[config.mk]
export PLATFORM = sky130hd
export DESIGN_NAME = fir_decimator_core
export DESIGN_NICKNAME = d
export VERILOG_FILES = /design/src/rtl/fdc_pkg.sv /design/src/rtl/fdc_ram.sv /design/src/rtl/fdc_mac.sv /design/src/rtl/fir_decimator_core.sv
export VERILOG_INCLUDE_DIRS = /design/src /design/src/rtl
export SDC_FILE = /design/constraint.sdc
export NUM_CORES = 2
export LEC_CHECK = 0
export BUFFER_PORTS_ARGS = -buffer_cell sky130_fd_sc_hd__buf_2
export CAP_MARGIN = 15
export CORE_MARGIN = 4
export CORE_UTILIZATION = 34
export CTS_CLUSTER_DIAMETER = 40
export CTS_CLUSTER_SIZE = 25
export DETAILED_ROUTE_END_ITERATION = 10
export GPL_ROUTABILITY_DRIVEN = 0
export MAX_ROUTING_LAYER = met4
export PLACE_DENSITY_LB_ADDON = 0.2
export SYNTH_ARGS = -nofsm -noshare
export SYNTH_HDL_FRONTEND = slang
export SYNTH_HIERARCHICAL = 1
export SYNTH_SLANG_ARGS = --single-unit
[constraint.sdc]
create_clock -name clock -period 13.3 [get_ports clock]
set_input_delay 2.66 -clock clock [delete_from_list [all_inputs] [get_ports clock]]
set_output_delay 2.66 -clock clock [all_outputs]
set_load 0.01 [all_outputs]
[src/rtl/fir_decimator_core_assert.svh]
// ----------------------------------------------------------------------------
// Assertion macros for the decimating FIR core
// Short forms for clocked implication checks with a synchronous reset.
// ----------------------------------------------------------------------------
`ifndef FIR_DECIMATOR_CORE_ASSERT_SVH
`define FIR_DECIMATOR_CORE_ASSERT_SVH

// Consequent must hold in the same cycle as the antecedent.
`define FDC_ASSERT_SAME(lbl, clk, rst, ante, cons, msg) \
   lbl: assert property (@(posedge clk) disable iff (rst) (ante) |-> (cons)) \
      else $error(msg);

// Consequent must hold in the cycle after the antecedent.
`define FDC_ASSERT_NEXT(lbl, clk, rst, ante, cons, msg) \
   lbl: assert property (@(posedge clk) disable iff (rst) (ante) |=> (cons)) \
      else $error(msg);

`endif

[src/rtl/fdc_pkg.sv]
// ----------------------------------------------------------------------------
// fdc_pkg
// Types and constants shared by the decimating FIR core and its units.
// ----------------------------------------------------------------------------
`default_nettype none

package fdc_pkg;

   localparam int SAMPLE_W    = 16;
   localparam int COEF_W      = 16;
   localparam int PROD_W      = SAMPLE_W + COEF_W;
   localparam int INDEX_W     = 6;
   localparam int RATIO_W     = 5;
   localparam int TAPS_W      = 7;
   localparam int CSR_DATA_W  = 7;
   localparam int CSR_INDEX_W = 1;
   localparam int REQ_TDATA_W = 40;
   localparam int RSP_TDATA_W = 16;

   // Item kinds carried on req_tuser.
   localparam logic KIND_SAMPLE = 1'b0;
   localparam logic KIND_COEF   = 1'b1;

   // Register indexes on the configuration port.
   localparam logic [CSR_INDEX_W-1:0] CSR_RATIO = 1'b0;
   localparam logic [CSR_INDEX_W-1:0] CSR_TAPS  = 1'b1;

   // Rounding shift for Q.15 to integer.
   localparam int ROUND_SHIFT = 15;

   typedef enum logic [1:0] {
      ST_CLEAR,
      ST_IDLE,
      ST_RUN,
      ST_WAIT
   } fdc_state_type;

   typedef struct packed {
      logic clear;       // zero the accumulator before a new output
      logic data_valid;  // memory read data holds a sample and a coefficient
      logic data_last;   // that pair is the last one of this output
      logic ack;         // the held result has been taken
   } mac_ctl_type;

   typedef struct packed {
      logic                       result_valid;
      logic signed [SAMPLE_W-1:0] result;
   } mac_sts_type;

endpackage

`default_nettype wire

[src/rtl/fdc_ram.sv]
// ----------------------------------------------------------------------------
// fdc_ram
// Simple dual-port synchronous RAM with one write port and a registered read.
// ----------------------------------------------------------------------------
`default_nettype none

module fdc_ram #(
   parameter int DEPTH = 64,
   parameter int AW    = 6,
   parameter int DW    = 16
) (
   input  wire logic          clock,
   input  wire logic          we,
   input  wire logic [AW-1:0] waddr,
   input  wire logic [DW-1:0] wdata,
   input  wire logic          re,
   input  wire logic [AW-1:0] raddr,
   output logic      [DW-1:0] rdata
);

   logic [DW-1:0] mem [DEPTH];

   always_ff @(posedge clock) begin
      if (we) begin
         mem[waddr] <= wdata;
      end
   end

   always_ff @(posedge clock) begin
      if (re) begin
         rdata <= mem[raddr];
      end
   end

endmodule

`default_nettype wire

[src/rtl/fdc_mac.sv]
// ----------------------------------------------------------------------------
// fdc_mac
// Multiply-accumulate unit with rounding and saturation of the finished sum.
// ----------------------------------------------------------------------------
`default_nettype none

module fdc_mac #(
   parameter int ACC_W = 39
) (
   input  wire logic                                  clock,
   input  wire logic                                  reset,
   input  wire fdc_pkg::mac_ctl_type                  ctl,
   input  wire logic signed [fdc_pkg::SAMPLE_W-1:0]   sample,
   input  wire logic signed [fdc_pkg::COEF_W-1:0]     coef,
   output fdc_pkg::mac_sts_type                       sts
);

   import fdc_pkg::*;

   localparam int QW = ACC_W - ROUND_SHIFT;

   logic signed [PROD_W-1:0] prod_ff;
   logic                     prod_valid_ff;
   logic                     prod_last_ff;
   logic signed [ACC_W-1:0]  acc_ff;
   logic                     fin_ff;
   logic signed [SAMPLE_W-1:0] result_ff;
   logic signed [SAMPLE_W-1:0] result_in;
   logic                     result_valid_ff;

   logic signed [ACC_W-1:0]  rounded;
   logic signed [QW-1:0]     quot;
   logic [QW-SAMPLE_W:0]     quot_hi;

   always_ff @(posedge clock) begin
      if (ctl.data_valid) begin
         prod_ff <= PROD_W'(sample) * PROD_W'(coef);
      end
   end

   always_ff @(posedge clock) begin
      if (reset) begin
         prod_valid_ff   <= 1'b0;
         prod_last_ff    <= 1'b0;
         fin_ff          <= 1'b0;
         result_valid_ff <= 1'b0;
      end else begin
         prod_valid_ff <= ctl.data_valid;
         prod_last_ff  <= ctl.data_valid & ctl.data_last;
         fin_ff        <= prod_valid_ff & prod_last_ff;
         if (fin_ff) begin
            result_valid_ff <= 1'b1;
         end else if (ctl.ack) begin
            result_valid_ff <= 1'b0;
         end
      end
   end

   always_ff @(posedge clock) begin
      if (ctl.clear) begin
         acc_ff <= '0;
      end else if (prod_valid_ff) begin
         acc_ff <= acc_ff + ACC_W'(prod_ff);
      end
   end

   // Round to nearest with halves toward plus infinity, then clip to 16 bits.
   always_comb begin
      rounded = acc_ff + ACC_W'(1 << (ROUND_SHIFT - 1));
      quot    = QW'(rounded >>> ROUND_SHIFT);
      quot_hi = quot[QW-1:SAMPLE_W-1];
      if (quot_hi == '0 || quot_hi == '1) begin
         result_in = quot[SAMPLE_W-1:0];
      end else if (quot[QW-1]) begin
         result_in = {1'b1, {(SAMPLE_W-1){1'b0}}};
      end else begin
         result_in = {1'b0, {(SAMPLE_W-1){1'b1}}};
      end
   end

   always_ff @(posedge clock) begin
      if (fin_ff) begin
         result_ff <= result_in;
      end
   end

   assign sts.result_valid = result_valid_ff;
   assign sts.result       = result_ff;

endmodule

`default_nettype wire

[src/rtl/fir_decimator_core.sv]
// ----------------------------------------------------------------------------
// fir_decimator_core
// Decimating FIR filter with sample history and coefficients held in RAM.
// ----------------------------------------------------------------------------
//
//   Channel   Dir   Handshake              Payload
//   req       in    req_tvalid/req_tready  tdata: sample, coef_index, coef_value
//                                          tuser: kind
//   rsp       out   rsp_tvalid/rsp_tready  tdata: filtered
//   csr       in    csr_we                 csr_index, csr_wdata
//
// A coefficient write or a sample that completes no output leaves the core idle,
// ready for the next item. A sample that completes an output holds the core for
// one history read and one coefficient read per tap through the single read port
// of each RAM, then the multiply, accumulate and rounding stages.
// After reset a clearing pass zeroes every address of both RAMs; no item is
// accepted during it. The output register lets the next item be accepted
// while a result waits; a new result stalls until that transfer completes.
// ----------------------------------------------------------------------------
`default_nettype none

module fir_decimator_core #(
   parameter int MAX_TAPS  = 64,
   parameter int MAX_RATIO = 16
) (
   input  wire logic                                clock,
   input  wire logic                                reset,
   input  wire logic                                req_tvalid,
   output logic                                     req_tready,
   // [15:0] sample, [21:16] coef_index, [37:22] coef_value, [39:38] zero
   input  wire logic [fdc_pkg::REQ_TDATA_W-1:0]     req_tdata,
   // [0] kind
   input  wire logic                                req_tuser,
   output logic                                     rsp_tvalid,
   input  wire logic                                rsp_tready,
   // [15:0] filtered
   output logic      [fdc_pkg::RSP_TDATA_W-1:0]     rsp_tdata,
   input  wire logic                                csr_we,
   input  wire logic [fdc_pkg::CSR_INDEX_W-1:0]     csr_index,
   input  wire logic [fdc_pkg::CSR_DATA_W-1:0]      csr_wdata
);

   import fdc_pkg::*;

   `include "fir_decimator_core_assert.svh"

   localparam int AW    = (MAX_TAPS > 1) ? $clog2(MAX_TAPS) : 1;
   localparam int NW    = $clog2(MAX_TAPS + 1);
   localparam int PW    = (MAX_RATIO > 1) ? $clog2(MAX_RATIO + 1) : 1;
   localparam int ACC_W = PROD_W + AW + 1;
   localparam logic [AW-1:0] LAST_ADDR = AW'(MAX_TAPS - 1);
   localparam logic [AW:0]   TAPS_X    = (AW+1)'(MAX_TAPS);

   fdc_state_type state_ff, state_in;

   logic [RATIO_W-1:0] ratio_ff;
   logic [TAPS_W-1:0]  taps_ff;
   logic [AW-1:0]      wp_ff, wp_in;
   logic [PW-1:0]      phase_ff, phase_in;
   logic [AW-1:0]      clr_ff, clr_in;
   logic [AW-1:0]      pos_ff, pos_in;
   logic [AW-1:0]      k_ff, k_in;
   logic               rd_valid_ff, rd_last_ff;
   logic               rsp_valid_ff, rsp_valid_in;
   logic [RSP_TDATA_W-1:0] rsp_data_ff;
   logic               rsp_load;

   logic [PW-1:0]      eff_ratio;
   logic [NW-1:0]      eff_taps;
   logic [AW-1:0]      wp_next;
   logic [PW-1:0]      phase_next;
   logic [AW:0]        start_sum;
   logic [AW:0]        start_wrap;
   logic [AW-1:0]      start_pos;
   logic               issue, issue_last;
   logic               accept;

   logic [SAMPLE_W-1:0] in_sample;
   logic [INDEX_W-1:0]  in_index;
   logic [COEF_W-1:0]   in_coef;
   logic                in_kind;

   logic               hist_we, coef_we;
   logic [AW-1:0]      hist_waddr, coef_waddr;
   logic [SAMPLE_W-1:0] hist_wdata;
   logic [COEF_W-1:0]   coef_wdata;
   logic [SAMPLE_W-1:0] hist_rdata;
   logic [COEF_W-1:0]   coef_rdata;

   mac_ctl_type mac_ctl;
   mac_sts_type mac_sts;

   assign in_sample = req_tdata[15:0];
   assign in_index  = req_tdata[21:16];
   assign in_coef   = req_tdata[37:22];
   assign in_kind   = req_tuser;

   assign req_tready = (state_ff == ST_IDLE);
   assign accept     = req_tvalid & req_tready;

   // Out-of-range register values act as the nearest legal value.
   always_comb begin
      if (ratio_ff == '0) begin
         eff_ratio = PW'(1);
      end else if (32'(ratio_ff) > MAX_RATIO) begin
         eff_ratio = PW'(MAX_RATIO);
      end else begin
         eff_ratio = PW'(ratio_ff);
      end
      if (taps_ff == '0) begin
         eff_taps = NW'(1);
      end else if (32'(taps_ff) > MAX_TAPS) begin
         eff_taps = NW'(MAX_TAPS);
      end else begin
         eff_taps = NW'(taps_ff);
      end
   end

   // Oldest used slot is the advanced write pointer minus the tap count.
   always_comb begin
      wp_next    = (wp_ff == LAST_ADDR) ? '0 : wp_ff + AW'(1);
      phase_next = phase_ff + PW'(1);
      start_sum  = {1'b0, wp_next} + TAPS_X - (AW+1)'(eff_taps);
      start_wrap = start_sum - TAPS_X;
      start_pos  = (start_sum >= TAPS_X) ? start_wrap[AW-1:0] : start_sum[AW-1:0];
   end

   always_ff @(posedge clock) begin
      if (reset) begin
         state_ff     <= ST_CLEAR;
         ratio_ff     <= RATIO_W'(1);
         taps_ff      <= TAPS_W'(64);
         wp_ff        <= '0;
         phase_ff     <= '0;
         clr_ff       <= '0;
         rd_valid_ff  <= 1'b0;
         rd_last_ff   <= 1'b0;
         rsp_valid_ff <= 1'b0;
      end else begin
         state_ff     <= state_in;
         wp_ff        <= wp_in;
         phase_ff     <= phase_in;
         clr_ff       <= clr_in;
         rd_valid_ff  <= issue;
         rd_last_ff   <= issue_last;
         rsp_valid_ff <= rsp_valid_in;
         if (csr_we) begin
            unique case (csr_index)
               CSR_RATIO: ratio_ff <= csr_wdata[RATIO_W-1:0];
               CSR_TAPS:  taps_ff  <= csr_wdata[TAPS_W-1:0];
               default: ;
            endcase
         end
      end
   end

   always_ff @(posedge clock) begin
      pos_ff <= pos_in;
      k_ff   <= k_in;
      if (rsp_load) begin
         rsp_data_ff <= mac_sts.result;
      end
   end

   always_comb begin
      state_in           = state_ff;
      wp_in              = wp_ff;
      phase_in           = phase_ff;
      clr_in             = clr_ff;
      pos_in             = pos_ff;
      k_in               = k_ff;
      issue              = 1'b0;
      issue_last         = 1'b0;
      rsp_load           = 1'b0;
      mac_ctl.clear      = 1'b0;
      mac_ctl.ack        = 1'b0;
      mac_ctl.data_valid = rd_valid_ff;
      mac_ctl.data_last  = rd_last_ff;
      rsp_valid_in       = rsp_valid_ff & ~rsp_tready;

      unique case (state_ff)
         ST_CLEAR: begin
            clr_in = clr_ff + AW'(1);
            if (clr_ff == LAST_ADDR) begin
               state_in = ST_IDLE;
            end
         end
         ST_IDLE: begin
            if (accept && in_kind == KIND_SAMPLE) begin
               wp_in = wp_next;
               if (phase_next >= eff_ratio) begin
                  phase_in      = '0;
                  pos_in        = start_pos;
                  k_in          = '0;
                  mac_ctl.clear = 1'b1;
                  state_in      = ST_RUN;
               end else begin
                  phase_in = phase_next;
               end
            end
         end
         ST_RUN: begin
            issue  = 1'b1;
            pos_in = (pos_ff == LAST_ADDR) ? '0 : pos_ff + AW'(1);
            k_in   = k_ff + AW'(1);
            if (({1'b0, k_ff} + (AW+1)'(1)) == (AW+1)'(eff_taps)) begin
               issue_last = 1'b1;
               state_in   = ST_WAIT;
            end
         end
         ST_WAIT: begin
            if (mac_sts.result_valid && (!rsp_valid_ff || rsp_tready)) begin
               rsp_load     = 1'b1;
               rsp_valid_in = 1'b1;
               mac_ctl.ack  = 1'b1;
               state_in     = ST_IDLE;
            end
         end
         default: begin
            state_in = ST_CLEAR;
         end
      endcase
   end

   // The clearing pass owns both write ports until it finishes.
   always_comb begin
      if (state_ff == ST_CLEAR) begin
         hist_we    = 1'b1;
         hist_waddr = clr_ff;
         hist_wdata = '0;
         coef_we    = 1'b1;
         coef_waddr = clr_ff;
         coef_wdata = '0;
      end else begin
         hist_we    = accept && (in_kind == KIND_SAMPLE);
         hist_waddr = wp_ff;
         hist_wdata = in_sample;
         coef_we    = accept && (in_kind == KIND_COEF) && (32'(in_index) < MAX_TAPS);
         coef_waddr = AW'(in_index);
         coef_wdata = in_coef;
      end
   end

   fdc_ram #(
      .DEPTH (MAX_TAPS),
      .AW    (AW),
      .DW    (SAMPLE_W)
   ) u_hist_ram (
      .clock (clock),
      .we    (hist_we),
      .waddr (hist_waddr),
      .wdata (hist_wdata),
      .re    (issue),
      .raddr (pos_ff),
      .rdata (hist_rdata)
   );

   fdc_ram #(
      .DEPTH (MAX_TAPS),
      .AW    (AW),
      .DW    (COEF_W)
   ) u_coef_ram (
      .clock (clock),
      .we    (coef_we),
      .waddr (coef_waddr),
      .wdata (coef_wdata),
      .re    (issue),
      .raddr (k_ff),
      .rdata (coef_rdata)
   );

   fdc_mac #(
      .ACC_W (ACC_W)
   ) u_mac (
      .clock  (clock),
      .reset  (reset),
      .ctl    (mac_ctl),
      .sample (hist_rdata),
      .coef   (coef_rdata),
      .sts    (mac_sts)
   );

   assign rsp_tvalid = rsp_valid_ff;
   assign rsp_tdata  = rsp_data_ff;

   // A finished result is always handed over before new items are taken.
   `FDC_ASSERT_SAME(a_idle_no_result, clock, reset, state_ff == ST_IDLE,
      !mac_sts.result_valid, "result pending while idle")
   // Read data only returns for reads issued by the tap sweep.
   `FDC_ASSERT_SAME(a_read_in_sweep, clock, reset, rd_valid_ff,
      state_ff == ST_RUN || state_ff == ST_WAIT, "stray memory read data")
   // The tap sweep never runs past the configured tap count.
   `FDC_ASSERT_SAME(a_tap_bound, clock, reset, issue,
      ({1'b0, k_ff} + (AW+1)'(1)) <= (AW+1)'(eff_taps), "tap index beyond tap count")
   // The write pointer stays within the history store.
   `FDC_ASSERT_SAME(a_wp_range, clock, reset, 1'b1, wp_ff <= LAST_ADDR,
      "write pointer out of range")
   // Handing a result over frees the unit and returns to idle.
   `FDC_ASSERT_NEXT(a_load_idle, clock, reset, rsp_load,
      rsp_valid_ff && state_ff == ST_IDLE, "result transfer did not complete the output")

endmodule

`default_nettype wire
==> summary.txt <==
Total Wirelength = 252,000 microns
Final period util = 52.5%
minimum hold slack = 414 ps
power density cells = 173 nW/um^2
critical-path cell list = nand2_1, inv_1, fa_1, inv_1, fa_1, inv_1, fa_1, fa_1, fa_1, inv_1, fa_1, inv_1, ha_1, a21o_1, a31o_2, a22oi_2, nand3_1, nand4_1, a21boi_1, o41ai_1, xnor2_1
synth cell count leaders = edfxtp_1 (2,156), mux4_2 (440), inv_1 (372), nand2_1 (345), fa_1 (264)
nets = 6,598
antenna violations before repair = 10
largest area contributor in the netlist = edfxtp_1
cell with the most instances after synthesis = edfxtp_1
routed wire length per instance = 24.4 microns
drt pass-1 iters = 5
Post-Place Cells = 9,688
Clock Tree Buf Depth = 4
Layout area overhead = 17.5%
register area share after synthesis = 66.4%
postcts setup bufs = 0
Worst Hold Class = reg2reg
setup violators final = 0
chip width = 550 microns
H-tree levels = 5
Max VDD drop = 0.000151 V
Rows = 198
vias in the first global route = 55,400
Port Buf Inserts = 69
most used cell, CP = fa_1
Critical Path RT = 13,920 ps
Slew HR = 29.1%
# clock sinks = 2,233
Post-Route Skew = 79.5 ps
Main synth FF type = edfxtp_1
die area = 302,000 sq um
status = completed
Worst setup EP type = flop
Hold Vio Cnt, Final = 0
largest net degree at the start of global routing = 117
Max FO, Critical Path = 16
Mapped Cells = 5,795
HPWL after DPL = 153,000 microns
setup_tns = 0 ps
first-pass GRT wire length = 373,000 microns
worst path bufs/invs = 5
Placed Area = 105,000 sq um
GRT Util Overall = 17.0%
# hold bufs at CTS = 0
Initial Util = 34.2%
syn_area_per_cell = 17.2 sq um
top post-synthesis cells by area = edfxtp_1 (65%), mux4_2 (9.9%), fa_1 (5.3%)
overall power = 20.3 mW
worst skew pair latency = 900 ps
CP Launch Type = flop
DRC viols = 0
via count = 52,700
Core Util, Final = 40.2%
Async SR Flop Fraction = 0%
CTS tree = done
Max Cap Violations = 0
CP arrival = 7590 ps
initial DRC count = 4,278
CTS buffer count = 349
clock slew at reported path FFs = 60 ps
grt total ovfl = 0
Tmin final = 6980 ps
share of post-route cells with drive strength above 1 = 22.8%
Final Max Tran Viols = 0
Die H = 550 microns
synthesized netlist net count = 6,254
Placement Setup Slack = 6300 ps
root buffer cell = clkbuf_16
Seq cells post-synth = 2,233
# IOs = 72
Yosys warning count = 6
RSZ-0062 raised after global routing = false
worst-margin pin slew = 1060 ps
core box area = 292,000 sq um
CP Class = reg2reg
Max Fclk = 143 MHz
design area = 117,000 sq um
count of cell types in the netlist = 104
mapped cell area = 99,800 sq um
CP delay by family, top = adder cells
Yosys top cell area share = 64.8%
CP peak stage delay = 830 ps
number of gates resized after CTS = 0
Final Non-Filler Cells = 10,300
worst setup margin = 6320 ps
Post-synth EDFFs = 2,156
vias per cell = 5.09
post-route ant nets = 0
Leakage Power = 40.8 nW
Slowest-stage cell, CP = edfxtp_1
-- flip-flops by register name, summed over array words and instances, names as in the netlist, 2 cells and up --
signal            count
u_coef_ram/mem     1024
u_hist_ram/rdata     16
u_coef_ram/rdata     16
ratio_ff              5
u_mac/acc_ff         39
u_hist_ram/mem     1024
pos_ff                6
u_mac/prod_ff        32
rsp_tdata            16
k_ff                  6
state_ff              2
clr_ff                6
wp_ff                 6
taps_ff               7
phase_ff              5
u_mac/result_ff      16
-- logic make-up after synthesis --
| group | Yosys count | share of synthesized area (%) |
|---|---|---|
| DFF | 2233 | 66.4 |
| and+or+nand+nor | 1116 | 5.57 |
| muxes | 700 | 12.7 |
| buffers and inverters | 659 | 3.25 |
| AOI/OAI and AO/OA | 580 | 4.10 |
| adders and majority gates | 405 | 7.06 |
| xor gates and xnor gates | 102 | 0.902 |
-- path summary, 6_finish.rpt --
kind                        from                end  cells after the start  slack, ps
min reg2reg   u_mac/result_ff[5]       rsp_tdata[5]                      0        410
min           u_mac/result_ff[5]       rsp_tdata[5]                      0        410
max reg2reg  u_coef_ram/rdata[1]  u_mac/prod_ff[29]                     21       6320
max          u_coef_ram/rdata[1]  u_mac/prod_ff[29]                     21       6320
-- cells in the final DEF (no fill, tap or decap), types with 22 or more instances in the layout --
master / count
mux2i_1: 195
bufinv_16: 42
nand4_1: 41
a211oi_1: 30
nor2b_4: 32
nand2b_1: 36
inv_6: 30
nand2_1: 345
buf_2: 69
ha_1: 139
and2_1: 128
nand3_1: 85
nor2_1: 233
clkbuf_1: 30
nor2b_1: 68
nor3_1: 30
clkinv_2: 43
a31oi_1: 26
o21ai_0: 69
clkbuf_16: 350
edfxtp_1: 2156
a211o_1: 22
clkinv_1: 38
clkinv_4: 33
buf_4: 206
a21oi_1: 128
clkinvlp_4: 36
mux2_2: 55
a221oi_1: 33
mux4_2: 440
xnor2_1: 61
xor2_1: 40
a22oi_1: 78
a21o_1: 29
inv_1: 372
dfxtp_1: 76
fa_1: 264
-- cell type report --
type	instances	area [sq um]
fillers	26500	174000
flip-flops and latches	2233	66300
multi-input cells	2903	30600
clock buffers	381	8880
well taps	3900	4880
clock inverters	265	3250
repair buffers	280	1990
inverters	372	1400
diodes	5	12.5
-- power by group --
group          internal [mW]  switching (mW)  total, mW
clock network           5.76            3.51       9.27
registers               8.32           0.141       8.46
logic                  0.868            1.73       2.60
-- layer usage --
metal  vias up  routed length (microns)  track usage [%]
met2      1326                   125000             28.0
met3       365                    12900             2.45
li1      23100                        -                -
met1     27800                   109000             22.5
met5         -                        0                -
met4         0                     5650             4.04
(Power assumes the default switching activity.)
